`src/design/assert_macros.svh`:
```
// Assertion macros used by the top level of the line junction arrival detector.
// Each macro expands to one labeled concurrent assertion on a rising clock edge,
// disabled while the asynchronous reset is active.
`ifndef ASSERT_MACROS_SVH
`define ASSERT_MACROS_SVH

// The consequent must hold in the same cycle as the antecedent.
`define ASSERT_SAME(label, clk, rst_n, ante, cons) \
    label: assert property (@(posedge clk) disable iff (!rst_n) (ante) |-> (cons)) \
        else $error("assertion failed: same-cycle check");

// The consequent must hold in the cycle after the antecedent.
`define ASSERT_NEXT(label, clk, rst_n, ante, cons) \
    label: assert property (@(posedge clk) disable iff (!rst_n) (ante) |=> (cons)) \
        else $error("assertion failed: next-cycle check");

`endif

```
`src/design/ljad_pkg.sv`:
```
// Package for the line junction arrival detector: shared types, constants and helpers.
// Used by ljad_eval and line_junction_arrival_detector; depends on nothing else.

package ljad_pkg;

    // Configuration register indexes.
    localparam logic CFG_CONDITIONS = 1'b0;
    localparam logic CFG_CONFIRM    = 1'b1;

    localparam logic [7:0] CONDITIONS_RESET = 8'd0;
    localparam logic [3:0] CONFIRM_RESET    = 4'd3;

    // Bits of the condition enable mask.
    localparam int COND_LEFT_BAR    = 0;
    localparam int COND_RIGHT_BAR   = 1;
    localparam int COND_LEFT_FORK   = 2;
    localparam int COND_RIGHT_FORK  = 3;
    localparam int COND_MULTI_SINGLE = 4;
    localparam int COND_MULTI_MULTI = 5;
    localparam int COND_ALL_SAME    = 6;
    localparam int COND_MORE_LIT    = 7;

    localparam logic [15:0] LEFT_FORK_MASK  = 16'h0180;
    localparam logic [15:0] RIGHT_FORK_MASK = 16'h0018;

    localparam logic [3:0] BAR_MIN_LIT     = 4'd5;
    localparam logic [4:0] FORK_LIT_LIMIT  = 5'd6;
    localparam logic [4:0] ALL_LIT_MIN     = 5'd14;
    localparam logic [4:0] MORE_LIT_MIN    = 5'd5;
    localparam logic [4:0] MULTI_LIT_MIN   = 5'd4;
    localparam logic [4:0] SINGLE_LIT_MAX  = 5'd3;

    // Operation codes of an input transaction.
    localparam logic OP_EVALUATE = 1'b0;
    localparam logic OP_CLEAR    = 1'b1;

    // Multi-line sequence phase.
    typedef enum logic [2:0] {
        PH_WAIT_MULTI  = 3'b001,
        PH_WAIT_SINGLE = 3'b010,
        PH_WAIT_MULTI2 = 3'b100
    } phase_t;

    typedef struct packed {
        logic [7:0] conditions;
        logic [3:0] confirm;
    } cfg_t;

    typedef struct packed {
        logic        op;
        logic [15:0] sensor_bits;
        logic [4:0]  lit_count;
        logic [3:0]  line_count;
    } sample_t;

    typedef struct packed {
        logic [3:0] simple_run;
        logic [3:0] multi_run;
        phase_t     phase;
    } det_state_t;

    function automatic logic [3:0] count_bits8(input logic [7:0] v);
        logic [3:0] n;
        n = 4'd0;
        for (int i = 0; i < 8; i++) begin
            n = n + {3'd0, v[i]};
        end
        return n;
    endfunction

    // Output encoding of the phase: 0 wait multi, 1 wait single, 2 wait multi again.
    function automatic logic [1:0] phase_code(input phase_t ph);
        logic [1:0] code;
        unique case (ph)
            PH_WAIT_MULTI:  code = 2'd0;
            PH_WAIT_SINGLE: code = 2'd1;
            PH_WAIT_MULTI2: code = 2'd2;
            default:        code = 2'd0;
        endcase
        return code;
    endfunction

endpackage

```
`src/design/ljad_eval.sv`:
```
// Per-sample evaluation of the junction detector: pattern tests, run counters
// and the multi-line phase sequence. Purely combinational; uses ljad_pkg.

module ljad_eval (
    input  ljad_pkg::cfg_t       cfg,
    input  ljad_pkg::sample_t    sample,
    input  ljad_pkg::det_state_t cur,
    output ljad_pkg::det_state_t nxt,
    output logic                 arrived
);
    import ljad_pkg::*;

    logic       left_bar;
    logic       right_bar;
    logic       left_fork;
    logic       right_fork;
    logic       all_same;
    logic       more_lit;
    logic       simple_hit;
    logic [3:0] simple_len;
    logic       is_multi;
    logic       is_single;
    logic       phase_cond;
    logic [3:0] phase_len;
    logic       phase_done;

    always_comb
    begin
        left_bar   = count_bits8(sample.sensor_bits[15:8]) >= BAR_MIN_LIT;
        right_bar  = count_bits8(sample.sensor_bits[7:0]) >= BAR_MIN_LIT;
        left_fork  = ((sample.sensor_bits & LEFT_FORK_MASK) == LEFT_FORK_MASK)
                     && (sample.lit_count < FORK_LIT_LIMIT);
        right_fork = ((sample.sensor_bits & RIGHT_FORK_MASK) == RIGHT_FORK_MASK)
                     && (sample.lit_count < FORK_LIT_LIMIT);
        all_same   = (sample.lit_count == 5'd0) || (sample.lit_count >= ALL_LIT_MIN);
        more_lit   = sample.lit_count >= MORE_LIT_MIN;

        simple_hit = (cfg.conditions[COND_LEFT_BAR]   && left_bar)
                  || (cfg.conditions[COND_RIGHT_BAR]  && right_bar)
                  || (cfg.conditions[COND_LEFT_FORK]  && left_fork)
                  || (cfg.conditions[COND_RIGHT_FORK] && right_fork)
                  || (cfg.conditions[COND_ALL_SAME]   && all_same)
                  || (cfg.conditions[COND_MORE_LIT]   && more_lit);

        if (simple_hit)
        begin
            simple_len = (cur.simple_run < cfg.confirm) ? cur.simple_run + 4'd1
                                                        : cur.simple_run;
        end
        else
        begin
            simple_len = 4'd0;
        end

        is_multi  = (sample.line_count > 4'd1) && (sample.lit_count >= MULTI_LIT_MIN);
        is_single = sample.line_count == 4'd1;

        // The condition that the current phase waits for.
        if (cfg.conditions[COND_MULTI_SINGLE])
        begin
            phase_cond = (cur.phase == PH_WAIT_MULTI) ? is_multi : is_single;
        end
        else if (cur.phase == PH_WAIT_SINGLE)
        begin
            phase_cond = is_single || (sample.lit_count <= SINGLE_LIT_MAX);
        end
        else
        begin
            phase_cond = is_multi;
        end

        if (phase_cond)
        begin
            phase_len = (cur.multi_run < cfg.confirm) ? cur.multi_run + 4'd1
                                                      : cur.multi_run;
        end
        else
        begin
            phase_len = 4'd0;
        end
        phase_done = phase_len >= cfg.confirm;

        nxt     = cur;
        arrived = 1'b0;

        if (sample.op == OP_CLEAR)
        begin
            nxt.simple_run = 4'd0;
            nxt.multi_run  = 4'd0;
            nxt.phase      = PH_WAIT_MULTI;
        end
        else if (simple_len >= cfg.confirm)
        begin
            // A confirmed simple pattern wins and the sequence logic sits out.
            nxt.simple_run = 4'd0;
            arrived        = 1'b1;
        end
        else
        begin
            nxt.simple_run = simple_len;
            if (cfg.conditions[COND_MULTI_SINGLE])
            begin
                nxt.multi_run = phase_done ? 4'd0 : phase_len;
                if (phase_done)
                begin
                    if (cur.phase == PH_WAIT_MULTI)
                    begin
                        nxt.phase = PH_WAIT_SINGLE;
                    end
                    else
                    begin
                        nxt.phase = PH_WAIT_MULTI;
                        arrived   = 1'b1;
                    end
                end
            end
            else if (cfg.conditions[COND_MULTI_MULTI])
            begin
                unique case (cur.phase)
                    PH_WAIT_MULTI:
                    begin
                        nxt.multi_run = phase_done ? 4'd0 : phase_len;
                        if (phase_done)
                        begin
                            nxt.phase = PH_WAIT_SINGLE;
                        end
                    end
                    PH_WAIT_SINGLE:
                    begin
                        nxt.multi_run = phase_done ? 4'd0 : phase_len;
                        if (phase_done)
                        begin
                            nxt.phase = PH_WAIT_MULTI2;
                        end
                    end
                    PH_WAIT_MULTI2:
                    begin
                        nxt.multi_run = phase_done ? 4'd0 : phase_len;
                        if (phase_done)
                        begin
                            nxt.phase = PH_WAIT_MULTI;
                            arrived   = 1'b1;
                        end
                    end
                    default:
                    begin
                        // A corrupt phase restarts the whole detector.
                        nxt.simple_run = 4'd0;
                        nxt.multi_run  = 4'd0;
                        nxt.phase      = PH_WAIT_MULTI;
                    end
                endcase
            end
        end
    end

endmodule

```
`src/design/line_junction_arrival_detector.sv`:
```
// Top level of the line junction arrival detector: input register, detector
// state and result register around ljad_eval. Uses ljad_pkg and assert_macros.svh.
//
// Usage:
// - Input channel (in_valid/in_ready) carries one tracker sample per transaction:
//   op selects evaluate or clear; sensor_bits, lit_count and line_count describe it.
// - Output channel (out_valid/out_ready) returns exactly one result per input
//   transaction: arrived and the multi-line phase after that sample.
// - Configuration: cfg_we writes cfg_data into register cfg_index (0 condition
//   mask, 1 confirm count) at the next edge; write only while the block is empty.
// - Path: an accepted sample waits in the input register and moves through the
//   evaluation stage into the result register once that register is free.
// - Throughput: one sample per cycle unless stalled; the detector state is read and
//   updated in the single evaluation stage between the input and result registers.
// - When the receiver stalls, the result register holds, then the input register
//   fills, and in_ready drops; nothing is lost and the state waits with them.
// - Reset clears both stages, the run counters and the phase, sets the condition
//   mask to 0 and the confirm count to 3.

module line_junction_arrival_detector (
    input  logic        clk,
    input  logic        rst_n,
    input  logic        in_valid,
    output logic        in_ready,
    input  logic        op,
    input  logic [15:0] sensor_bits,
    input  logic [4:0]  lit_count,
    input  logic [3:0]  line_count,
    output logic        out_valid,
    input  logic        out_ready,
    output logic        arrived,
    output logic [1:0]  sequence_phase,
    input  logic        cfg_we,
    input  logic        cfg_index,
    input  logic [7:0]  cfg_data
);
    import ljad_pkg::*;

    `include "assert_macros.svh"

    cfg_t       cfg_reg;
    cfg_t       cfg_next;
    logic       s1_valid_reg;
    sample_t    s1_sample_reg;
    det_state_t state_reg;
    det_state_t state_next;
    logic       eval_arrived;
    logic       out_valid_reg;
    logic       arrived_reg;
    logic [1:0] phase_out_reg;
    logic       s2_load;

    assign s2_load  = s1_valid_reg && (!out_valid_reg || out_ready);
    assign in_ready = !s1_valid_reg || s2_load;

    always_comb
    begin
        cfg_next = cfg_reg;
        if (cfg_we)
        begin
            unique case (cfg_index)
                CFG_CONDITIONS: cfg_next.conditions = cfg_data;
                CFG_CONFIRM:    cfg_next.confirm    = cfg_data[3:0];
                default:        cfg_next            = cfg_reg;
            endcase
        end
    end

    ljad_eval u_eval (
        .cfg     (cfg_reg),
        .sample  (s1_sample_reg),
        .cur     (state_reg),
        .nxt     (state_next),
        .arrived (eval_arrived)
    );

    always_ff @(posedge clk or negedge rst_n)
    begin
        if (!rst_n)
        begin
            cfg_reg.conditions <= CONDITIONS_RESET;
            cfg_reg.confirm    <= CONFIRM_RESET;
            s1_valid_reg       <= 1'b0;
            out_valid_reg      <= 1'b0;
            state_reg.simple_run <= 4'd0;
            state_reg.multi_run  <= 4'd0;
            state_reg.phase      <= PH_WAIT_MULTI;
        end
        else
        begin
            cfg_reg <= cfg_next;
            if (in_ready)
            begin
                s1_valid_reg <= in_valid;
            end
            if (s2_load)
            begin
                out_valid_reg <= 1'b1;
                state_reg     <= state_next;
            end
            else if (out_ready)
            begin
                out_valid_reg <= 1'b0;
            end
        end
    end

    always_ff @(posedge clk)
    begin
        if (in_valid && in_ready)
        begin
            s1_sample_reg.op          <= op;
            s1_sample_reg.sensor_bits <= sensor_bits;
            s1_sample_reg.lit_count   <= lit_count;
            s1_sample_reg.line_count  <= line_count;
        end
        if (s2_load)
        begin
            arrived_reg   <= eval_arrived;
            phase_out_reg <= phase_code(state_next.phase);
        end
    end

    assign out_valid      = out_valid_reg;
    assign arrived        = arrived_reg;
    assign sequence_phase = phase_out_reg;

    `ASSERT_SAME(a_phase_onehot, clk, rst_n, 1'b1, $onehot(state_reg.phase))
    `ASSERT_SAME(a_stall_holds_input, clk, rst_n, !in_ready, s1_valid_reg && out_valid_reg)
    `ASSERT_NEXT(a_clear_result, clk, rst_n, s2_load && (s1_sample_reg.op == OP_CLEAR),
                 !arrived_reg && (phase_out_reg == 2'd0) && (state_reg.simple_run == 4'd0))
    `ASSERT_SAME(a_phase_matches_state, clk, rst_n, out_valid_reg,
                 phase_out_reg == phase_code(state_reg.phase))

endmodule

```
`config.mk`:
```
export PLATFORM = sky130hd
export DESIGN_NAME = line_junction_arrival_detector
export DESIGN_NICKNAME = d
export VERILOG_FILES = /design/src/design/ljad_pkg.sv /design/src/design/ljad_eval.sv /design/src/design/line_junction_arrival_detector.sv
export VERILOG_INCLUDE_DIRS = /design/src /design/src/design
export SDC_FILE = /design/constraint.sdc
export NUM_CORES = 1
export LEC_CHECK = 0
export BUFFER_PORTS_ARGS = -buffer_cell sky130_fd_sc_hd__buf_2
export CAP_MARGIN = 20
export CORE_UTILIZATION = 62
export DETAILED_ROUTE_END_ITERATION = 10
export GPL_TIMING_DRIVEN = 0
export PLACE_DENSITY = 0.85
export RECOVER_POWER = 50
export SYNTH_ARGS = -nofsm -noshare
export SYNTH_HDL_FRONTEND = slang
export SYNTH_SLANG_ARGS = --single-unit
```
`constraint.sdc`:
```
create_clock -name clk -period 7.3 [get_ports clk]
set_input_delay 0.365 -clock clk [delete_from_list [all_inputs] [get_ports clk]]
set_output_delay 0.365 -clock clk [all_outputs]
set_load 0.03 [all_outputs]
```
# Yosys cells after proc, flatten, opt, wreduce, memory -nomap -nowiden

Index checks and enable logic that the tools add are counted.
Widths: inputs -> output; s select.

$add $sub $neg: 16
Order comparisons: 12
Eq/ne operators: 9
Muxes and demuxes: 31
Bitwise logic cells: 1
Reductions and logical operators: 29

Operator list:

| kind                | number |
|---|---|
| $add 4x1->4         | 12 |
| $mux 4              | 8 |
| $mux 11             | 2 |
| $pmux 7 s3          | 1 |
| $mux 7              | 2 |
| $mux 1              | 12 |
| $mux 3              | 4 |
| $logic_and 1x1->1   | 11 |
| $ge 5x3->1 const B  | 2 |
| $logic_or 1x1->1    | 9 |
| $add 4x1->4 const B | 2 |
| $ge 4x3->1 const B  | 2 |
| $ge 4x4->1          | 2 |
| $lt 4x4->1          | 2 |
| $eq 3x2->1 const B  | 2 |
| $eq 3x3->1 const B  | 2 |
| $ge 5x4->1 const B  | 1 |
| $le 5x2->1 const B  | 1 |
| $logic_not 5->1     | 1 |
| $lt 5x3->1 const B  | 1 |
| $add 1x1->2         | 2 |
| $eq 2x2->1 const B  | 2 |
| $eq 4x1->1 const B  | 1 |
| $gt 4x1->1 const B  | 1 |
| 11 further kinds    | 13 |

Register bits after elaboration: 54
Bits of input ports: 40
Output and inout port bits: 5
Word-level logic and storage cells: 111

# Logic depth before layout (Yosys ltp)

Word-level depth: 22
Gate-level depth with buffers: 20
Gate-level depth less buffers: 20

# Hierarchy

A second synthesis with hierarchy kept.

Cell total of the unflattened synthesis: 294
Area, all modules: 3,369.5 um2

By module, submodules not included:

| module                         | times used | cells an instance | area an instance (um2) | sequential area each (um2) |
|---|---|---|---|---|
| line_junction_arrival_detector | 1          | 90                | 1,890.6                | 1,500.2 |
| ljad_eval                      | 1          | 204               | 1,478.9                | 0.0 |

# Least setup slack after synthesis

No wires, ideal clock.

Path type: flip-flop to flip-flop
Start: reg s1_sample_reg[17] (netlist bit)
End: reg phase_out_reg[0] (netlist: sequence_phase[0]), data pin
Library setup time: 0.134 ns
Arrival time: 4.837 ns
Data required time: 7.166 ns
Setup slack: 2.329 ns
Stages on the path, launching flop included: 21
Path buffers: 0
Period minus slack after synthesis: 4.971 ns
Cells stage by stage: edfxtp_1 -> ha_1 -> inv_1 -> fa_1 -> fa_1 -> inv_1 -> fa_1 -> inv_1 -> fa_1 -> nor2b_1 -> o22ai_1 -> a222oi_1 -> and2_1 -> nand2b_1 -> ha_1 -> nand2b_4 -> a2111oi_4 -> o22a_1 -> a21oi_1 -> or3_4 -> and4b_1

Cells in the longest elaborated chain, start to end: 20
Elaborated cells between the ends (all ways): 24
Those cells by class: 7 x add/sub; 2 x order compare; 3 x eq/ne; 4 x mux; 8 x reduce/logical

Ends and longest elaborated chain:

| what                                            | line                                  | RTL |
|---|---|---|
| start: declaration                              | line_junction_arrival_detector.sv:44  | `sample_t s1_sample_reg;` |
| $add 1x1->2                                     | ljad_pkg.sv:66                        | `n = n + {3'd0, v[i]};` |
| $add 4x1->4 (6 in a row)                        | ljad_pkg.sv:66                        |  |
| $ge 4x3->1                                      | ljad_eval.sv:29                       | `left_bar = count_bits8(sample.sensor_bits[15:8]) >= BAR_MIN_LIT;` |
| $logic_and 1x1->1                               | ljad_eval.sv:38                       | `simple_hit = (cfg.conditions[COND_LEFT_BAR] && left_bar)` |
| $logic_or 1x1->1                                | ljad_eval.sv:39                       | `\|\| (cfg.conditions[COND_RIGHT_BAR] && right_bar)` |
| $logic_or 1x1->1 *                              | ljad_eval.sv:40                       | `\|\| (cfg.conditions[COND_LEFT_FORK] && left_fork)` |
| $logic_or 1x1->1 *                              | ljad_eval.sv:41                       | `\|\| (cfg.conditions[COND_RIGHT_FORK] && right_fork)` |
| $logic_or 1x1->1 *                              | ljad_eval.sv:42                       | `\|\| (cfg.conditions[COND_ALL_SAME] && all_same)` |
| $logic_or 1x1->1 *                              | ljad_eval.sv:43                       | `\|\| (cfg.conditions[COND_MORE_LIT] && more_lit);` |
| $mux 4 *                                        | ljad_eval.sv:45                       | `if (simple_hit)` |
| $ge 4x4->1 *                                    | ljad_eval.sv:92                       | `else if (simple_len >= cfg.confirm)` |
| $mux 7 *                                        | ljad_eval.sv:92                       |  |
| $mux 11 *                                       | ljad_eval.sv:86                       | `if (sample.op == OP_CLEAR)` |
| $eq 3x3->1 / $eq 3x2->1 (equally long branches) | ljad_pkg.sv:74                        | `unique case (ph)` |
| $pmux 2 s2 *                                    | ljad_pkg.sv:74                        |  |
| end signal: assignment                          | line_junction_arrival_detector.sv:120 | `phase_out_reg <= phase_code(state_next.phase);` |
| end: declaration                                | line_junction_arrival_detector.sv:50  | `logic [1:0] phase_out_reg;` |

Every way passes the cells marked *; elsewhere a longest branch is shown, timed or not. The select of a mux whose other input is x is not followed.
A chain may end at the register's enable or synchronous reset.

# Worst setup path after layout

Start: reg s1_sample_reg[17] (netlist bit)
End: reg phase_out_reg[1] (netlist: sequence_phase[1]), data pin

The elaborated chain is that of the path after synthesis.

==> out/qor.csv <==
stage,metric,value,unit
run_status,status,completed,
clock_tree,cts_resized,0,
yosys,yosys_warnings,0,
yosys,synth_area,3180,um^2
power_and_ir_drop,swShare,34.2,%
routing,wl_per_cell,14.8,um
final_layout,drive_gt1_share,23.5,%
die,ios,45,
worst_hold_path,hold_class,in2reg,
timing,period_share,76.5,%
die,core_area,4820,um^2
timing,finClkSkew,0.00990,ns
yosys,ys_ff_latch,54,
yosys,synth_top_cell_area_share,27.3,%
final_layout,largest_reg_flops,26,
clock_tree,clock_path_buffers,2,
clock_tree,cts_sinks,54,
yosys,syn_nets,349,
power_and_ir_drop,irDropWorstVdd,190,uV
critical_path,crit_type,reg2reg,
timing,rsz0062_at_grt,false,
die,die_area,5430,um^2
yosys,synthCells,279,
routing,vias,2314,
critical_path,critPathRequiredTime,7.42,ns
yosys,synth_edf_count,29,
clock_tree,cts_setup_buffers,0,
yosys,yosys.area.top_type,edfxtp_1,
critical_path,start_kind,flip-flop,
critical_path,arrival,5.71,ns
placement,io_buffers,44,
yosys,syn_avg_cell_area,11.4,um^2
global_routing,grt_pass1_wl,10100,um
placement,preCtsSetupSlack,1.80,ns
critical_path,cp_max_fo,4,
yosys,ys.flop_type,edfxtp_1,
critical_path,r2r_setup_slack,1.71,ns
die,die_h,73.7,um
timing,worst_pin_slew,1.39,ns
routing,drt_pass1_iterations,4,
clock_tree,clk_pin_slew,0.10,ns
routing,ant_nets,0,
routing,via_per_inst,5.80,
timing,hold_viol_final,0,
power_and_ir_drop,switchingPower,321,uW
power_and_ir_drop,p_clk_share,19.2,%
routing,drt-initial-drc-count,131,
clock_tree,ctsHoldBuffers,0,
routing,drt-total-wl,5920,um
clock_tree,cts_tree,built,
timing,post-route-min-period,5.59,ns
final_layout,areaGrowthSynthToFinish,13.6,%
clock_tree,cts-root-buf,clkbuf_8,
die,die_w,73.7,um
placement,dp_hpwl,4470,um
job,maxCapViolations,0,
final_layout,finalCoreUtilization,75.1,%
global_routing,grt_pass1_vias,2251,
final_layout,final_area,3620,um^2
yosys,ys_seq_area_share,47.1,%
power_and_ir_drop,p_comb_share,38.8,%
timing,slew_violations,0,
timing,finalSetupTns,0,ns
timing,setup_viol,0,
yosys,synthTopCellsByArea,"edfxtp_1 27%, dfrtp_1 17%, ha_1 8.6%",
placement,gp_congestion,0.968,
global_routing,antenna_found_initial,0,
final_layout,fillers,352,
yosys,synth-async-reset-ratio,46.3,%
clock_tree,htreeDepth,2,
timing,fin_ws,1.71,ns
yosys,ys_types,55,
global_routing,grt_use_total,24.6,%
clock_tree,cts_buffers,5,
die,rows,25,
power_and_ir_drop,power_density,260,nW/um^2
final_layout,num-nets-final,401,
power_and_ir_drop,p_leak,1.62,nW
power_and_ir_drop,p_int,619,uW
final_layout,diodes,0,
die,initial_core_util,66.1,%
clock_tree,insertion_delay,0.30,ns
timing,slew_headroom,7.09,%
global_routing,grt_max_degree,27,
power_and_ir_drop,seqPwrFrac,42.0,%
timing,max_freq,179,MHz
routing,remaining_drc_errors,0,
placement,post_dp_cell_area,3490,um^2
critical_path,end_kind,flip-flop,
global_routing,overflow,0,
==> cells by family (layout without fill, tap and decap cells) <==
group           after synthesis  after routing  synth area share [%]
fa+ha+maj                    30             30                  13.7
simple gates                 66             66                  11.7
compound gates               63             63                  13.4
xor+xnor                      6              6                  1.65
flops                        54             54                  47.1
mux                          21             21                  7.27
buf+inv                      39             92                  5.19
==> final cells by class <==
type	count	area [um^2]	area share [%]
inverter	33	124	3.42
clock buffer	7	96.3	2.66
multi-input combinational	186	1520	42.0
buffer	6	41.3	1.14
clock inverter	1	8.76	0.242
tap	67	83.8	2.32
timing repair buffer	45	245	6.78
sequential	54	1500	41.5
==> per-stage QoR <==
step / power (mW) / std cells / hold slack, ns
3_5_place_dp: 0.759 / 390 / 0.398
4_1_cts: 0.940 / 398 / 0.0715
3_3_place_gp: 0.739 / 390 / 0.395
2_1_floorplan: 0.675 / 279 / 0.0694
5_1_grt: 1.00 / 399 / 0.215
6_report: 0.940 / 399 / 0.231
==> Yosys cell counts, drive strengths merged, types with 2 or more instances <==
| cell type | instances |
|---|---|
| ha | 22 |
| inv | 33 |
| edfxtp | 29 |
| dfstp | 3 |
| fa | 8 |
| xor2 | 4 |
| dfrtp | 22 |
| a21oi | 17 |
| o21ai | 15 |
| a31oi | 5 |
| o22ai | 2 |
| a211o | 2 |
| buf | 4 |
| nor2b | 5 |
| nor2 | 13 |
| o211ai | 4 |
| a2bb2oi | 2 |
| nand2b | 7 |
| nand3 | 4 |
| a22o | 3 |
| mux2 | 14 |
| o21a | 3 |
| mux2i | 7 |
| nand2 | 15 |
| clkbuf | 2 |
| and2 | 2 |
| xnor2 | 2 |
| or3 | 3 |
| nor3b | 2 |
| nor3 | 7 |
| a211oi | 2 |
==> final timing paths <==
check,start,endpoint,depth (start not counted)
worst max-delay path,s1_sample_reg[17],sequence_phase[1],20
worst min-delay path,sensor_bits[15],s1_sample_reg[24],1
worst max register to register,s1_sample_reg[17],sequence_phase[1],20
worst min register to register,cfg_reg[10],cfg_reg[10],1
max in group asynchronous,rst_n,state_reg[4],1
min in group asynchronous,rst_n,state_reg[10],1
==> per-layer routing <==
metal	GRT usage, %	wire, um	share of wire (%)
met4	7.48	125	2.1
met3	4.53	261	4.4
met1	33.6	2690	46
met2	40.3	2840	48
met5	0	0	0
==> placed cells by master, fill, tap and decap left out, types with 8 or more instances in the layout <==
cell	n
nor2_1	12
dfrtp_1	22
edfxtp_1	29
buf_2	42
ha_1	22
fa_1	8
nand2_1	15
mux2_2	13
inv_1	33
a21oi_1	17
o21ai_0	14
==> critical path, stage by stage, from the launching register on <==
cell,delay (ns)
edfxtp_1,0.42
ha_1,0.29
inv_1,0.04
fa_1,0.50
fa_1,0.41
inv_1,0.07
fa_1,0.19
inv_1,0.06
fa_1,0.46
nor2b_1,0.14
o22ai_1,0.12
a222oi_1,0.61
and2_1,0.26
nand2b_1,0.13
ha_1,0.23
nand2b_4,0.15
a2111oi_4,0.41
o22a_1,0.24
a21oi_1,0.08
or3_4,0.34
a211oi_1,0.23
==> power groups by stage <==
stage          combinational [mW]  clock (mW)  sequential [mW]
2_1_floorplan               0.278           0            0.397
3_3_place_gp                0.341           0            0.398
3_5_place_dp                0.359           0            0.401
4_1_cts                     0.362       0.184            0.395
5_1_grt                     0.406       0.194            0.400
6_report                    0.365       0.181            0.395
(Power assumes the default switching activity.)
